==> src/design/mtdm_pkg.sv <==
// Shared types and constants of the multi-slot timeout manager.
// Used by the controller, the datapath, the top level and the checker.
// No dependencies.
`default_nettype none

package mtdm_pkg;

  // Default number of timeout slots.
  localparam int unsigned MtdmNumSlots = 8;

  // Field widths fixed by the item format.
  localparam int unsigned OpW   = 3;
  localparam int unsigned SlotW = 3;
  localparam int unsigned ValW  = 32;

  // Operation codes.
  localparam logic [OpW-1:0] OpSetReload = 3'd0;
  localparam logic [OpW-1:0] OpStart     = 3'd1;
  localparam logic [OpW-1:0] OpStop      = 3'd2;
  localparam logic [OpW-1:0] OpElapse    = 3'd3;
  localparam logic [OpW-1:0] OpRead      = 3'd4;

  // Commands from the controller to the datapath.
  typedef struct packed {
    logic capture;     // latch the accepted input item
    logic wr_reload;   // write the reload value of the addressed slot
    logic wr_zero;     // clear the count of the addressed slot
    logic rd_slot;     // read count and reload of the addressed slot
    logic load_count;  // copy the reload value read into the count
    logic walk_begin;  // reset the slot walk and read slot zero
    logic walk_en;     // evaluate the current slot of the walk
    logic final_en;    // deliver the final result of the item
  } cmd_t;

  // Status from the datapath to the controller.
  typedef struct packed {
    logic [OpW-1:0] op;         // operation of the item in hand
    logic           step_done;  // the current walk step can complete
    logic           walk_last;  // the walk is at its last slot
    logic           out_free;   // the output register can take a result
  } sts_t;

endpackage : mtdm_pkg

`default_nettype wire

==> src/design/mtdm_ctrl.sv <==
// Controller state machine of the multi-slot timeout manager.
// Depends on mtdm_pkg for the command and status structs and the operation codes.
`default_nettype none

module mtdm_ctrl (
  input  logic          clk_i,
  input  logic          rst_ni,
  input  logic          in_valid_i,
  output logic          in_ready_o,
  input  mtdm_pkg::sts_t sts_i,
  output mtdm_pkg::cmd_t cmd_o
);
  import mtdm_pkg::*;

  localparam logic [2:0] SIdle  = 3'd0;
  localparam logic [2:0] SDisp  = 3'd1;
  localparam logic [2:0] SLoad  = 3'd2;
  localparam logic [2:0] SWalk  = 3'd3;
  localparam logic [2:0] SFinal = 3'd4;

  logic [2:0] state_q, state_d;

  // State register.
  always_ff @(posedge clk_i or negedge rst_ni) begin
    if (!rst_ni) begin
      state_q <= SIdle;
    end else begin
      state_q <= state_d;
    end
  end

  // Next state and command decode.
  always_comb begin
    state_d    = state_q;
    cmd_o      = '0;
    in_ready_o = 1'b0;
    unique case (state_q)
      SIdle: begin
        in_ready_o  = 1'b1;
        cmd_o.capture = in_valid_i;
        if (in_valid_i) begin
          state_d = SDisp;
        end
      end
      SDisp: begin
        unique case (sts_i.op)
          OpSetReload: begin
            cmd_o.wr_reload = 1'b1;
            state_d         = SFinal;
          end
          OpStop: begin
            cmd_o.wr_zero = 1'b1;
            state_d       = SFinal;
          end
          OpRead: begin
            cmd_o.rd_slot = 1'b1;
            state_d       = SFinal;
          end
          OpStart: begin
            cmd_o.rd_slot = 1'b1;
            state_d       = SLoad;
          end
          OpElapse: begin
            cmd_o.walk_begin = 1'b1;
            state_d          = SWalk;
          end
          default: begin
            state_d = SFinal;
          end
        endcase
      end
      SLoad: begin
        cmd_o.load_count = 1'b1;
        cmd_o.walk_begin = 1'b1;
        state_d          = SWalk;
      end
      SWalk: begin
        cmd_o.walk_en = 1'b1;
        if (sts_i.step_done && sts_i.walk_last) begin
          state_d = SFinal;
        end
      end
      SFinal: begin
        cmd_o.final_en = 1'b1;
        if (sts_i.out_free) begin
          state_d = SIdle;
        end
      end
      default: begin
        state_d = SIdle;
      end
    endcase
  end

endmodule : mtdm_ctrl

`default_nettype wire

==> src/design/mtdm_datapath.sv <==
// Datapath of the multi-slot timeout manager: slot memories, walk counter,
// minimum search, armed interval and output register. Depends on mtdm_pkg.
`default_nettype none

module mtdm_datapath #(
  parameter int unsigned NumSlots = mtdm_pkg::MtdmNumSlots
) (
  input  logic                        clk_i,
  input  logic                        rst_ni,
  input  mtdm_pkg::cmd_t              cmd_i,
  output mtdm_pkg::sts_t              sts_o,
  input  logic [mtdm_pkg::OpW-1:0]    operation_i,
  input  logic [mtdm_pkg::SlotW-1:0]  slot_i,
  input  logic [mtdm_pkg::ValW-1:0]   value_i,
  output logic                        out_valid_o,
  input  logic                        out_ready_i,
  output logic                        expired_o,
  output logic [mtdm_pkg::SlotW-1:0]  slot_out_o,
  output logic [mtdm_pkg::ValW-1:0]   count_value_o,
  output logic [mtdm_pkg::ValW-1:0]   next_interval_o,
  output logic                        arm_o,
  output logic                        last_o
);
  import mtdm_pkg::*;

  localparam int unsigned IdxW = (NumSlots > 1) ? $clog2(NumSlots) : 1;
  localparam logic [IdxW-1:0] LastIdx = IdxW'(NumSlots - 1);

  // Item in hand.
  logic [OpW-1:0]   op_q;
  logic [SlotW-1:0] slot_q;
  logic [ValW-1:0]  value_q;
  logic             slot_ok;
  logic [IdxW-1:0]  slot_addr;

  // Slot memories, valid bits and registered read data.
  logic [ValW-1:0]     cnt_mem [NumSlots];
  logic [ValW-1:0]     rl_mem  [NumSlots];
  logic [NumSlots-1:0] cnt_vld_q, rl_vld_q;
  logic [ValW-1:0]     cnt_rd_q, rl_rd_q;
  logic                cnt_rv_q, rl_rv_q;
  logic                cnt_we, cnt_re, rl_we, rl_re;
  logic [IdxW-1:0]     cnt_waddr, cnt_raddr;
  logic [ValW-1:0]     cnt_wdata;
  logic                cnt_fwd;

  // Walk and search state.
  logic [IdxW-1:0] idx_q;
  logic [ValW-1:0] best_q, armed_q;
  logic            have_q;
  logic [ValW-1:0] cur_cnt, rl_eff, new_cnt;
  logic            is_elapse, is_search, above, expire, stall, step_go, walk_last;

  // Output register.
  logic             out_valid_q, out_free, load_exp, load_fin;
  logic             expired_q, arm_q, last_q;
  logic [SlotW-1:0] slot_out_q;
  logic [ValW-1:0]  count_q, next_q;

  assign slot_ok   = 32'(slot_q) < NumSlots;
  assign slot_addr = IdxW'(slot_q);

  // Capture of the accepted item.
  always_ff @(posedge clk_i) begin
    if (cmd_i.capture) begin
      op_q    <= operation_i;
      slot_q  <= slot_i;
      value_q <= value_i;
    end
  end

  // Evaluation of the slot under the walk.
  assign cur_cnt   = cnt_rv_q ? cnt_rd_q : '0;
  assign rl_eff    = rl_rv_q ? rl_rd_q : '0;
  assign is_elapse = (op_q == OpElapse);
  assign is_search = (op_q == OpElapse) || (op_q == OpStart);
  assign above     = cur_cnt > armed_q;
  assign expire    = is_elapse && (cur_cnt != '0) && !above;
  assign new_cnt   = !is_elapse ? cur_cnt : (above ? cur_cnt - armed_q : '0);
  assign out_free  = !out_valid_q || out_ready_i;
  assign stall     = expire && !out_free;
  assign step_go   = cmd_i.walk_en && !stall;
  assign walk_last = (idx_q == LastIdx);

  // Port control of the count memory.
  always_comb begin
    cnt_we    = 1'b0;
    cnt_waddr = '0;
    cnt_wdata = '0;
    cnt_re    = 1'b0;
    cnt_raddr = '0;
    if (cmd_i.wr_zero && slot_ok) begin
      cnt_we    = 1'b1;
      cnt_waddr = slot_addr;
    end
    if (cmd_i.load_count && slot_ok) begin
      cnt_we    = 1'b1;
      cnt_waddr = slot_addr;
      cnt_wdata = rl_eff;
    end
    if (cmd_i.rd_slot && slot_ok) begin
      cnt_re    = 1'b1;
      cnt_raddr = slot_addr;
    end
    if (cmd_i.walk_begin) begin
      cnt_re    = 1'b1;
      cnt_raddr = '0;
    end
    if (step_go) begin
      if (is_elapse) begin
        cnt_we    = 1'b1;
        cnt_waddr = idx_q;
        cnt_wdata = new_cnt;
      end
      if (!walk_last) begin
        cnt_re    = 1'b1;
        cnt_raddr = idx_q + 1'b1;
      end
    end
  end

  assign cnt_fwd = cnt_we && (cnt_waddr == cnt_raddr);
  assign rl_we   = cmd_i.wr_reload && slot_ok;
  assign rl_re   = cmd_i.rd_slot && slot_ok;

  // Count memory with write-to-read forwarding.
  always_ff @(posedge clk_i) begin
    if (cnt_we) begin
      cnt_mem[cnt_waddr] <= cnt_wdata;
    end
    if (cnt_re) begin
      cnt_rd_q <= cnt_fwd ? cnt_wdata : cnt_mem[cnt_raddr];
    end
  end

  // Reload memory.
  always_ff @(posedge clk_i) begin
    if (rl_we) begin
      rl_mem[slot_addr] <= value_q;
    end
    if (rl_re) begin
      rl_rd_q <= rl_mem[slot_addr];
    end
  end

  // Valid bits: an entry never written reads as zero.
  always_ff @(posedge clk_i or negedge rst_ni) begin
    if (!rst_ni) begin
      cnt_vld_q <= '0;
      rl_vld_q  <= '0;
      cnt_rv_q  <= 1'b0;
      rl_rv_q   <= 1'b0;
    end else begin
      if (cnt_we) begin
        cnt_vld_q[cnt_waddr] <= 1'b1;
      end
      if (rl_we) begin
        rl_vld_q[slot_addr] <= 1'b1;
      end
      if (cnt_re) begin
        cnt_rv_q <= cnt_fwd ? 1'b1 : cnt_vld_q[cnt_raddr];
      end
      if (rl_re) begin
        rl_rv_q <= rl_vld_q[slot_addr];
      end
    end
  end

  // Walk counter and running minimum of the nonzero counts.
  always_ff @(posedge clk_i or negedge rst_ni) begin
    if (!rst_ni) begin
      idx_q  <= '0;
      have_q <= 1'b0;
      best_q <= '0;
    end else if (cmd_i.walk_begin) begin
      idx_q  <= '0;
      have_q <= 1'b0;
      best_q <= '0;
    end else if (step_go) begin
      if (!walk_last) begin
        idx_q <= idx_q + 1'b1;
      end
      if ((new_cnt != '0) && (!have_q || (new_cnt < best_q))) begin
        best_q <= new_cnt;
        have_q <= 1'b1;
      end
    end
  end

  assign load_exp = step_go && expire;
  assign load_fin = cmd_i.final_en && out_free;

  // Armed interval, taken over when the search found an active slot.
  always_ff @(posedge clk_i or negedge rst_ni) begin
    if (!rst_ni) begin
      armed_q <= '0;
    end else if (load_fin && is_search && have_q) begin
      armed_q <= best_q;
    end
  end

  // Output register valid flag.
  always_ff @(posedge clk_i or negedge rst_ni) begin
    if (!rst_ni) begin
      out_valid_q <= 1'b0;
    end else if (load_exp || load_fin) begin
      out_valid_q <= 1'b1;
    end else if (out_ready_i) begin
      out_valid_q <= 1'b0;
    end
  end

  // Output register payload: an expiry report or the final result.
  always_ff @(posedge clk_i) begin
    if (load_exp) begin
      expired_q  <= 1'b1;
      slot_out_q <= SlotW'(idx_q);
      count_q    <= '0;
      next_q     <= '0;
      arm_q      <= 1'b0;
      last_q     <= 1'b0;
    end else if (load_fin) begin
      expired_q  <= 1'b0;
      slot_out_q <= is_elapse ? '0 : slot_q;
      count_q    <= ((op_q == OpRead) && slot_ok) ? cur_cnt : '0;
      next_q     <= is_search ? best_q : '0;
      arm_q      <= is_search && have_q;
      last_q     <= 1'b1;
    end
  end

  assign sts_o.op        = op_q;
  assign sts_o.step_done = !stall;
  assign sts_o.walk_last = walk_last;
  assign sts_o.out_free  = out_free;

  assign out_valid_o     = out_valid_q;
  assign expired_o       = expired_q;
  assign slot_out_o      = slot_out_q;
  assign count_value_o   = count_q;
  assign next_interval_o = next_q;
  assign arm_o           = arm_q;
  assign last_o          = last_q;

endmodule : mtdm_datapath

`default_nettype wire

==> src/design/multi_timeout_delta_manager_unit.sv <==
// Channel   | Signals                                   | Direction
// ----------+-------------------------------------------+----------
// input     | in_valid_i, in_ready_o, operation_i,      | in
//           | slot_i, value_i                           |
// result    | out_valid_o, out_ready_i, expired_o,      | out
//           | slot_out_o, count_value_o,                |
//           | next_interval_o, arm_o, last_o            |
//
// One item is handled at a time. Set reload, stop, read and unknown codes go
// from dispatch straight to the final result. Elapse walks every slot over the
// single read port of the count memory; start first loads the count, then walks.
// An expiry report or the final result waits while the output register is full.
// Reset clears the armed interval; counts and reload values read as zero through
// valid bits until they are written.
//
// Top level of the multi-slot timeout manager; depends on mtdm_pkg,
// mtdm_ctrl and mtdm_datapath.
`default_nettype none

module multi_timeout_delta_manager_unit #(
  parameter int unsigned NUM_SLOTS = mtdm_pkg::MtdmNumSlots
) (
  input  logic                        clk_i,
  input  logic                        rst_ni,
  input  logic                        in_valid_i,
  output logic                        in_ready_o,
  input  logic [mtdm_pkg::OpW-1:0]    operation_i,
  input  logic [mtdm_pkg::SlotW-1:0]  slot_i,
  input  logic [mtdm_pkg::ValW-1:0]   value_i,
  output logic                        out_valid_o,
  input  logic                        out_ready_i,
  output logic                        expired_o,
  output logic [mtdm_pkg::SlotW-1:0]  slot_out_o,
  output logic [mtdm_pkg::ValW-1:0]   count_value_o,
  output logic [mtdm_pkg::ValW-1:0]   next_interval_o,
  output logic                        arm_o,
  output logic                        last_o
);
  import mtdm_pkg::*;

  cmd_t cmd;
  sts_t sts;

  // Sequencing of each operation.
  mtdm_ctrl u_ctrl (
    .clk_i      (clk_i),
    .rst_ni     (rst_ni),
    .in_valid_i (in_valid_i),
    .in_ready_o (in_ready_o),
    .sts_i      (sts),
    .cmd_o      (cmd)
  );

  // Storage, arithmetic and result register.
  mtdm_datapath #(
    .NumSlots (NUM_SLOTS)
  ) u_datapath (
    .clk_i           (clk_i),
    .rst_ni          (rst_ni),
    .cmd_i           (cmd),
    .sts_o           (sts),
    .operation_i     (operation_i),
    .slot_i          (slot_i),
    .value_i         (value_i),
    .out_valid_o     (out_valid_o),
    .out_ready_i     (out_ready_i),
    .expired_o       (expired_o),
    .slot_out_o      (slot_out_o),
    .count_value_o   (count_value_o),
    .next_interval_o (next_interval_o),
    .arm_o           (arm_o),
    .last_o          (last_o)
  );

endmodule : multi_timeout_delta_manager_unit

`default_nettype wire

==> config.mk <==
export PLATFORM = sky130hd
export DESIGN_NAME = multi_timeout_delta_manager_unit
export DESIGN_NICKNAME = d
export VERILOG_FILES = /design/src/design/mtdm_pkg.sv /design/src/design/mtdm_ctrl.sv /design/src/design/mtdm_datapath.sv /design/src/design/multi_timeout_delta_manager_unit.sv
export SDC_FILE = /design/constraint.sdc
export NUM_CORES = 1
export LEC_CHECK = 0
export ABC_AREA = 1
export BUFFER_PORTS_ARGS = -buffer_cell sky130_fd_sc_hd__buf_2
export CAP_MARGIN = 0
export CELL_PAD_IN_SITES_DETAIL_PLACEMENT = 0
export CELL_PAD_IN_SITES_GLOBAL_PLACEMENT = 1
export CORE_MARGIN = 2
export CORE_UTILIZATION = 40
export CTS_BUF_LIST = sky130_fd_sc_hd__clkbuf_2
export CTS_CLUSTER_SIZE = 28
export DETAILED_ROUTE_END_ITERATION = 10
export PLACE_DENSITY = 0.71
export SYNTH_ARGS = -nofsm -noshare
export SYNTH_HDL_FRONTEND = slang
export SYNTH_SLANG_ARGS = --single-unit
==> constraint.sdc <==
create_clock -name clk_i -period 4.8 [get_ports clk_i]
set_input_delay 0 -clock clk_i [delete_from_list [all_inputs] [get_ports clk_i]]
set_output_delay 0 -clock clk_i [all_outputs]
set_load 0.02 [all_outputs]
==> results of run 1 <==
==> repair_timing <==
action                                 in CTS  in global routing
endpoints found under the hold margin     455                  0
buffers inserted                            0                  4
setup endpoints to repair                   3                 93
cloned                                      0                  3
resized for setup                           1                100
hold buffers                              124                  0
pin swaps                                   0                  7
==> worst paths after layout <==
kind / startpoint / slack [ns] / to / cells past startpoint
worst max-delay path: u_datapath.cnt_rv_q$_DFFE_PN0P_ / 0.21 / u_datapath.best_q[7]$_DFFE_PN0P_ / 31
worst min-delay path: out_ready_i / 0.15 / u_ctrl.state_q[2]$_DFFE_PN0P_ / 6
max in group asynchronous: rst_ni / 2.88 / u_datapath.armed_q[7]$_DFFE_PN0P_ / 7
worst min register to register: u_datapath.next_interval_o[22]$_SDFFE_PP0P_ / 0.46 / u_datapath.next_interval_o[22]$_SDFFE_PP0P_ / 2
worst max register to register: u_datapath.cnt_rv_q$_DFFE_PN0P_ / 0.21 / u_datapath.best_q[7]$_DFFE_PN0P_ / 31
min in group asynchronous: rst_ni / 0.82 / u_datapath.armed_q[20]$_DFFE_PN0P_ / 6
==> sequential cells by signal, indices dropped and copies added (netlist names), 3 cells and up <==
signal,cells
u_datapath.armed_q,32
u_datapath.idx_q,3
u_datapath.next_interval_o,32
u_datapath.count_value_o,32
u_datapath.rl_vld_q,8
u_ctrl.state_q,3
u_datapath.cnt_vld_q,8
u_datapath.rl_mem,256
u_datapath.slot_addr,3
u_datapath.value_q,32
u_datapath.op_q,3
u_datapath.slot_out_o,3
u_datapath.best_q,32
u_datapath.rl_rd_q,32
u_datapath.cnt_mem,256
u_datapath.cnt_rd_q,32
==> cell type report <==
| type | instances | area share, % |
|---|---|---|
| multi-input combinational | 1645 | 24.4 |
| timing repair buffer | 371 | 7.80 |
| timing repair inverter | 1 | 0.0127 |
| inverter | 380 | 3.67 |
| sequential | 774 | 56.2 |
| clock buffer | 295 | 3.75 |
| clock inverter | 45 | 0.728 |
| antenna | 8 | 0.0509 |
| tap | 1070 | 3.40 |
==> worst max-delay path, delay by kind of cell (launching register included) <==
family                   cells  cell delay [ns]
AND/OR/NAND/NOR             21             2.09
adder cells (fa/ha/maj)      2             0.68
AO/OA/AOI/OAI                3             0.50
flip-flops                   1             0.43
buffers and inverters        5             0.71
==> cell usage after synthesis (3+ instances only) <==
library cell / count / area, um2
edfxtp_1: 617 / 18500
nand2_1: 566 / 2120
inv_1: 371 / 1390
nand3_1: 189 / 946
o21ai_0: 186 / 931
o211ai_1: 123 / 923
nor2_1: 113 / 424
a21oi_1: 94 / 470
dfrtp_1: 90 / 2250
clkbuf_1: 79 / 297
dfxtp_1: 67 / 1340
a22oi_1: 64 / 480
ha_1: 64 / 801
nand4_1: 47 / 294
buf_2: 36 / 180
a221oi_1: 27 / 236
a22o_1: 25 / 219
nor3_1: 22 / 110
or2_2: 16 / 100
nand2_2: 12 / 75.1
xor2_1: 12 / 105
nor4_1: 10 / 62.6
buf_6: 8 / 90.1
o21ai_1: 8 / 40.0
buf_1: 7 / 26.3
a211oi_1: 6 / 45.0
a32o_1: 6 / 60.1
buf_4: 6 / 45.0
inv_2: 6 / 22.5
nand2_4: 6 / 67.6
a21o_1: 5 / 37.5
a31oi_1: 5 / 31.3
xnor2_1: 5 / 43.8
nor2_4: 4 / 45.0
o21a_1: 4 / 30.0
o22ai_1: 3 / 18.8
==> logic make-up after synthesis <==
| group | share of synthesized area (%) |
|---|---|
| and+or+nand+nor | 13.2 |
| DFF | 66.7 |
| AOI/OAI and AO/OA | 10.9 |
| buffers and inverters | 6.30 |
| adders and majority gates | 2.47 |
| xor gates and xnor gates | 0.449 |
==> per-stage QoR <==
stage,instances,cell area [um2]
2_1_floorplan,2936,33200
4_1_cts,4574,38800
3_3_place_gp,4109,35800
3_5_place_dp,4110,35800
6_report,4589,39300
5_1_grt,4584,39300
==> routing by layer <==
layer	GRT usage, %	vias to the layer above	wire, um
met5	0	-	13
met2	37.3	795	46300
met3	3.97	177	5630
met4	9.00	2	2900
met1	30.2	11600	42800
li1	-	11300	-
==> report_power, final <==
part / internal [W] / switching [W] / total (W)
Combinational: 0.00325 / 0.00626 / 0.00951
Sequential: 0.00852 / 0.000577 / 0.00909
Clock: 0.00180 / 0.00266 / 0.00446
Total: 0.0136 / 0.00950 / 0.0231
==> impl_metrics.toml, run 1 <==
[final_layout]
final_core_util_pct = 47.9
final_layout_size_suffix_gt1_share_pct = 20.6
multiInputGateArea_um2 = 9590
most-common-layout-cells = "edfxtp_1, nand2_1, inv_1, clkbuf_2, nand3_1"
fin_nets = 3472
seqCellArea_um2 = 22100
final_common_cell = "edfxtp_1"
n_fill_cell = 7493
areaGrowthSynthToFinish_pct = 18.6

[placed_design]
pre_cts_ws_ns = 0.0386
port_buffers = 113
dpl.hpwl_mm = 62.7
gp_congestion = 0.937

[yosys]
synth_edf_count = 617
syn_avg_cell_area_um2 = 11.3
syn-instance-count = 2936
ys_seq_elements = 774
synth_seq_area_share_pct = 66.7
synthArstFlopShare_pct = 11.6
synthFlopType = "edfxtp_1"
yosys_warnings = 0
syn_area_um2 = 33200
syn-num-nets = 3043
ys_types = 56

[setup_path]
cp_common_cell = "nand2_1"
critPathRequiredTime_ns = 6.07
cp_slowest_cell = "dfrtp_1"
criticalPathCategory = "register to register"
critical_path_arrival_ns = 5.87
endpoint_kind = "register"
path_max_fanout = 16
cp-start-kind = "register"
cpPeakStageDelay_ns = 0.43

[routing]
wl_per_cell_um = 21.3
num_vias = 23900
avgViaCountPerCell = 5.22
drtPass1Iterations = 7
routed_wl_mm = 97.7
drtIter0Drc = 1730
final_antenna_net_count = 0
drcViolationCount = 0

[sta]
setup_viol = 0
whs_ns = 0.146
fin_tns_setup_ns = 0
slew_violations = 0
slew_headroom_pct = 4.04
period_share_pct = 95.7
skew_ns = 0.120
finalHoldViolCount = 0
worstMarginPinSlew_ns = 1.42
setup_slack_ns = 0.205
layout_min_cycle_time_ns = 4.59
fmax_mhz = 218

[die]
core_um2 = 82100
die_w_um = 292
start_util_pct = 40.4
io_pins = 114
dieHeight_um = 292
dieArea_um2 = 85300
rows = 105

[status]
status = "complete, no violations"

[power_and_ir_drop]
total_power_w = 0.0231
powerDensity_nw_per_um2 = 586
irDropWorstVdd_v = 0.000316
p_leak_nw = 16.0

[grt]
grt-ovfl-total = 0
antenna_found_initial = 7
grt_max_degree = 84
grt_pass1_vias = 24100
grt_usage_pct = 22.8
grt_pass1_wl_mm = 146

[clocking]
clock_path_buffers = 3
cts_buffers = 192
insertion_delay_ns = 1.48
cts_sinks = 774
cts_root_buf = "clkbuf_2"
htree_levels = 4
clk_pin_slew_ns = 0.10
cts_tree = "done"

[worst_hold_path]
hold_class = "input port to register"

[run]
drv_cap = 0
Note: power is estimated with default switching activity, not from simulation.
==> run 2, diff against run 1 <==
SETUP_SLACK_MARGIN = 0.3   (was not set)
==> run 2 against run 1 <==
  * Sequential power up 1%
  * Hold slack about the same
  * Utilization up 2.1 points
  * Non-clock buffer count up 51
  * Critical endpoint is now u_datapath.best_q[4]$_DFFE_PN0P_
==> impl_metrics.toml, run 2 (same netlist as run 1, synthesis figures left out) <==
[status]
status = "complete, no violations"

[sta]
slew_violations = 0
finalHoldViolCount = 0
fmax_mhz = 224
rsz0062_at_grt = "true"
worstMarginPinSlew_ns = 1.18
skew_ns = 0.126
fin_tns_setup_ns = 0
slew_headroom_pct = 20.5
layout_min_cycle_time_ns = 4.47
setup_viol = 0
period_share_pct = 93.1

[power_and_ir_drop]
powerDensity_nw_per_um2 = 608
irDropWorstVdd_v = 0.000249
p_leak_nw = 16.5

[clocking]
cts_sinks = 774
clk_pin_slew_ns = 0.11
htree_levels = 4
insertion_delay_ns = 1.55
cts_root_buf = "clkbuf_2"
cts_tree = "done"
clock_path_buffers = 3
cts_buffers = 193

[routing]
drtPass1Iterations = 6
routed_wl_mm = 100
drtIter0Drc = 1951
num_vias = 24600
wl_per_cell_um = 21.6
final_antenna_net_count = 0
avgViaCountPerCell = 5.29
drcViolationCount = 0

[final_layout]
fin_nets = 3523
final_common_cell = "edfxtp_1"
final_cell_count_no_fill = 4648
n_fill_cell = 7421
most-common-layout-cells = "edfxtp_1, nand2_1, inv_1, clkbuf_2, nand3_1"
multiInputGateArea_um2 = 10700
largestRegisters = "u_datapath.cnt_mem: 256 flops, u_datapath.rl_mem: 256 flops"
areaGrowthSynthToFinish_pct = 23.9
final_layout_size_suffix_gt1_share_pct = 25.7
seqCellArea_um2 = 22100

[setup_path]
r2r_start = "u_datapath.cnt_rv_q$_DFFE_PN0P_"
criticalPathCategory = "register to register"
cp_common_cell = "nand2_2"
reg2reg_slack_ns = 0.33
critPathRequiredTime_ns = 6.11
cpPeakStageDelay_ns = 0.53
cp.buffers_inverters = 5
endpoint_kind = "register"
timing.rr.end = "u_datapath.best_q[4]$_DFFE_PN0P_"
path_max_fanout = 8
cp_slowest_cell = "dfrtp_2"
reg2regPathDepth = 27
critical_path_arrival_ns = 5.78
cp-start-kind = "register"
cp_top_family = "simple AND/OR/NAND/NOR gates"

[placed_design]
dp_cells = 4100
port_buffers = 113
dpl.hpwl_mm = 61.5
gp_congestion = 0.987

[die]
die_w_um = 292
io_pins = 114
core_um2 = 82100
start_util_pct = 40.4
dieArea_um2 = 85300
dieHeight_um = 292
rows = 105

[grt]
top_usage_layer = "met2"
grt_pass1_vias = 24500
antenna_found_initial = 8
grt_use_met2_pct = 37.2
grt_use_met3_pct = 5.15
grt_use_met1_pct = 29.7
grt_max_degree = 88
grt_usage_pct = 22.9
grt-ovfl-total = 0
grt_pass1_wl_mm = 147

[run]
drv_cap = 0

[worst_hold_path]
hold_class = "input port to asynchronous set/reset pin"
## run 2: per-layer routing
metal / share of wire [%] / routed length (um)
met5: 0.018 / 18
met4: 2.8 / 2860
met3: 7.1 / 7100
met2: 48 / 47900
met1: 42 / 42400
## run 2: repair_timing
action | in CTS | in global routing
endpoints found under the hold margin | 664 | 0
setup endpoints to repair | 84 | 169
buffers inserted | 15 | 41
cloned | 4 | 6
resized for setup | 120 | 265
pin swaps | 14 | 86
hold buffers | 125 | 0
## run 2: how the worst max path moves through the flow
| stage | from | depth (start not counted) | end |
|---|---|---|---|
| 3_5_place_dp | u_datapath.cnt_rv_q$_DFFE_PN0P_ | 25 | u_datapath.cnt_rd_q[29]$_DFFE_PP_ |
| 6_report | u_datapath.cnt_rv_q$_DFFE_PN0P_ | 27 | u_datapath.best_q[4]$_DFFE_PN0P_ |
| 4_1_cts | u_datapath.cnt_rv_q$_DFFE_PN0P_ | 32 | u_datapath.best_q[3]$_DFFE_PN0P_ |
| 2_1_floorplan | u_datapath.cnt_rv_q$_DFFE_PN0P_ | 23 | u_datapath.cnt_mem[2][0]$_DFFE_PP_ |
| 3_3_place_gp | u_datapath.cnt_rv_q$_DFFE_PN0P_ | 30 | u_datapath.best_q[8]$_DFFE_PN0P_ |
| 5_1_grt | u_datapath.cnt_rv_q$_DFFE_PN0P_ | 29 | u_datapath.best_q[4]$_DFFE_PN0P_ |
## run 2: power by group
part / switching [W] / internal (W) / leakage (nW) / total (W)
Sequential: 0.000678 / 0.00852 / 7.41 / 0.00920
Clock: 0.00274 / 0.00164 / 1.32 / 0.00438
Combinational: 0.00709 / 0.00433 / 7.78 / 0.0114
Total: 0.0105 / 0.0145 / 16.5 / 0.0250
## run 2: final cells by class
cell class                 instances  share of cell area, %
timing repair buffer             422                   9.08
sequential                       774                   53.8
antenna                            8                 0.0487
multi-input combinational       1645                   26.0
tap                             1070                   3.26
clock buffer                     275                   3.35
inverter                         380                   3.57
clock inverter                    74                  0.898
## run 2: metrics by stage
| stage | power, W | hold slack [ns] | utilization [%] | area (um2) | setup slack [ns] |
|---|---|---|---|---|---|
| after CTS | 0.0232 | 0.0243 | 48.1 | 39500 | 0.300 |
| after detailed placement | 0.0180 | 0.178 | 43.6 | 35800 | 0.0118 |
| final | 0.0250 | 0.146 | 50.1 | 41100 | 0.330 |
| after global placement | 0.0179 | 0.163 | 43.6 | 35800 | 0.0413 |
| after global routing | 0.0264 | 0.0640 | 50.1 | 41100 | 0.0875 |
| after floorplan | 0.0145 | -0.296 | - | 33200 | 0.0257 |
## run 2: worst reg2reg max path, delay by kind of cell, from the launching register on
family,cells,cell delay (ns)
flops,1,0.53
simple gates,17,1.71
buf+inv,5,0.77
compound gates,3,0.65
fa+ha+maj,2,0.67
==> run 3, diff against run 2 <==
RECOVER_POWER = 25   (was not set)
==> run 3 against run 2 <==
  * Combinational power about the same
  * Utilization hardly changed
  * The flow now finishes with violations (capacitance limit, slew limit)
  * Total power hardly changed
  * First-iteration DRC count fell by 0.21%
  * Highest routed layer unchanged
  * Wire length is 0.17% lower
==> impl_metrics.toml, run 3 (same netlist as run 1, synthesis figures left out) <==
[setup_path]
cp-start-kind = "register"
cp_common_cell = "nand2_2"
reg2regPathDepth = 32
criticalPathCategory = "register to register"
cp_slowest_cell = "dfrtp_2"
timing.rr.end = "u_datapath.best_q[4]$_DFFE_PN0P_"
cpPeakStageDelay_ns = 0.53
startpoint = "u_datapath.cnt_rv_q$_DFFE_PN0P_"
critPathRequiredTime_ns = 6.12
r2r_start = "u_datapath.cnt_rv_q$_DFFE_PN0P_"
reg2reg_slack_ns = 0.33
critical_path_arrival_ns = 5.79
path_max_fanout = 9
endpoint_kind = "register"

[power_and_ir_drop]
netSwitchingFraction_pct = 42.0
switchingPower_w = 0.0105
pwr-share-comb_pct = 45.6
power_frac_seq_pct = 36.8
irDropWorstVdd_v = 0.000249
p_clk_share_pct = 17.6
intPower_w = 0.0145
p_leak_nw = 16.5
powerDensity_nw_per_um2 = 609

[final_layout]
most-common-layout-cells = "edfxtp_1, nand2_1, inv_1, clkbuf_2, nand3_1"
largestRegisters = "u_datapath.cnt_mem: 256 flops, u_datapath.rl_mem: 256 flops"
areaGrowthSynthToFinish_pct = 23.8
final_core_util_pct = 50.0
n_fill_cell = 7430
final_area_um2 = 41100
final_layout_size_suffix_gt1_share_pct = 25.6
fin_nets = 3523
final_common_cell = "edfxtp_1"
final_cell_count_no_fill = 4648

[placed_design]
port_buffers = 113
dpl.hpwl_mm = 61.5
dp_cells = 4100
gp_congestion = 0.987
pre_cts_ws_ns = 0.0118
placed_area_um2 = 35800

[sta]
layout_min_cycle_time_ns = 4.47
worstMarginPinSlew_ns = 3.78
finalHoldViolCount = 0
fmax_mhz = 224
slew_headroom_pct = -152
period_share_pct = 93.2
setup_slack_ns = 0.327
skew_ns = 0.127
slew_violations = 98
fin_tns_setup_ns = 0
rsz0062_at_grt = "true"
setup_viol = 0

[routing]
final_antenna_net_count = 0
drtIter0Drc = 1947
num_vias = 24600
routed_wl_mm = 100
wl_per_cell_um = 21.5
drcViolationCount = 0
avgViaCountPerCell = 5.29
drtPass1Iterations = 8

[clocking]
cts_sinks = 774
clk_pin_slew_ns = 0.11
cts_buffers = 193
insertion_delay_ns = 1.55
cts_root_buf = "clkbuf_2"
clock_path_buffers = 3
cts_tree = "done"
htree_levels = 4

[die]
io_pins = 114
start_util_pct = 40.4
dieArea_um2 = 85300
dieHeight_um = 292
rows = 105
die_w_um = 292
core_um2 = 82100

[worst_hold_path]
whs_endpoint = "u_datapath.value_q[17]$_DFFE_PP_"
hold_class = "input port to register"
hold_start = "value_i[17]"
min_path_cells = 4

[grt]
antenna_found_initial = 8
grt_max_degree = 88
grt_pass1_vias = 24500
grt_pass1_wl_mm = 147
grt-ovfl-total = 0
grt_usage_pct = 22.9

[status]
violations = "capacitance limit, slew limit"
status = "finished with violations"

[run]
drv_cap = 2
run 3: changes by cell type in the layout (fill, tap and decap cells not counted), sizes merged:
cell | previous run | this run
clkbuf | 281 | 286
buf | 292 | 287
run 3: worst max-delay path: cells and delay by family (launching register included):
kind | cells | cell delay [ns]
buffers and inverters | 8 | 0.99
flip-flops | 1 | 0.53
adder cells (fa/ha/maj) | 2 | 0.49
AND/OR/NAND/NOR | 17 | 1.50
AO/OA/AOI/OAI | 5 | 0.76
run 3: metrics by stage:
step                      hold slack (ns)  power (W)
final                               0.242     0.0250
after global placement              0.163     0.0179
after global routing                0.150     0.0264
after floorplan                    -0.296     0.0145
after CTS                          0.0243     0.0232
after detailed placement            0.178     0.0180
run 3: timing repair:
item	4_1_cts	5_1_grt
cloned	4	6
pin swaps	14	86
hold buffers	125	0
gates resized for setup	120	265
endpoints found under the hold margin	664	0
buffers inserted	15	41
endpoints found under the setup margin	84	169
run 3: power by group through the flow:
stage	clock network, W	logic [W]	registers [W]
detailed placement	0	0.00873	0.00924
global route	0.00486	0.0123	0.00930
finish	0.00439	0.0114	0.00920
global placement	0	0.00867	0.00922
floorplan	0	0.00517	0.00931
CTS	0.00452	0.00958	0.00912
run 3: per-layer routing:
metal  global-route usage (%)  vias up  wire, um  share of wire (%)
met5                        0        -        18              0.018
met4                     9.30        4      2840                2.8
met3                     5.15      189      7210                7.2
met2                     37.2      907     47800                 48
met1                     29.7    12100     42200                 42
li1                         -    11500         -                  -
run 3: worst max path at each step:
stage / end / slack, ns / cells after the start
after global routing: u_datapath.best_q[4]$_DFFE_PN0P_ / 0.09 / 29
after detailed placement: u_datapath.cnt_rd_q[29]$_DFFE_PP_ / 0.01 / 25
after floorplan: u_datapath.cnt_mem[2][0]$_DFFE_PP_ / 0.03 / 23
final: u_datapath.best_q[4]$_DFFE_PN0P_ / 0.33 / 32
after global placement: u_datapath.best_q[8]$_DFFE_PN0P_ / 0.04 / 30
after CTS: u_datapath.best_q[3]$_DFFE_PN0P_ / 0.30 / 32
run 3: area by class of cell:
| type | instances | area [um2] | area share, % |
|---|---|---|---|
| flip-flops and latches | 774 | 22100 | 53.9 |
| multi-input cells | 1645 | 10700 | 26.0 |
| repair buffers | 422 | 3700 | 9.01 |
| inverters | 380 | 1470 | 3.57 |
| clock buffers | 275 | 1380 | 3.35 |
| well taps | 1070 | 1340 | 3.26 |
| clock inverters | 74 | 369 | 0.899 |
| diodes | 8 | 20.0 | 0.0487 |
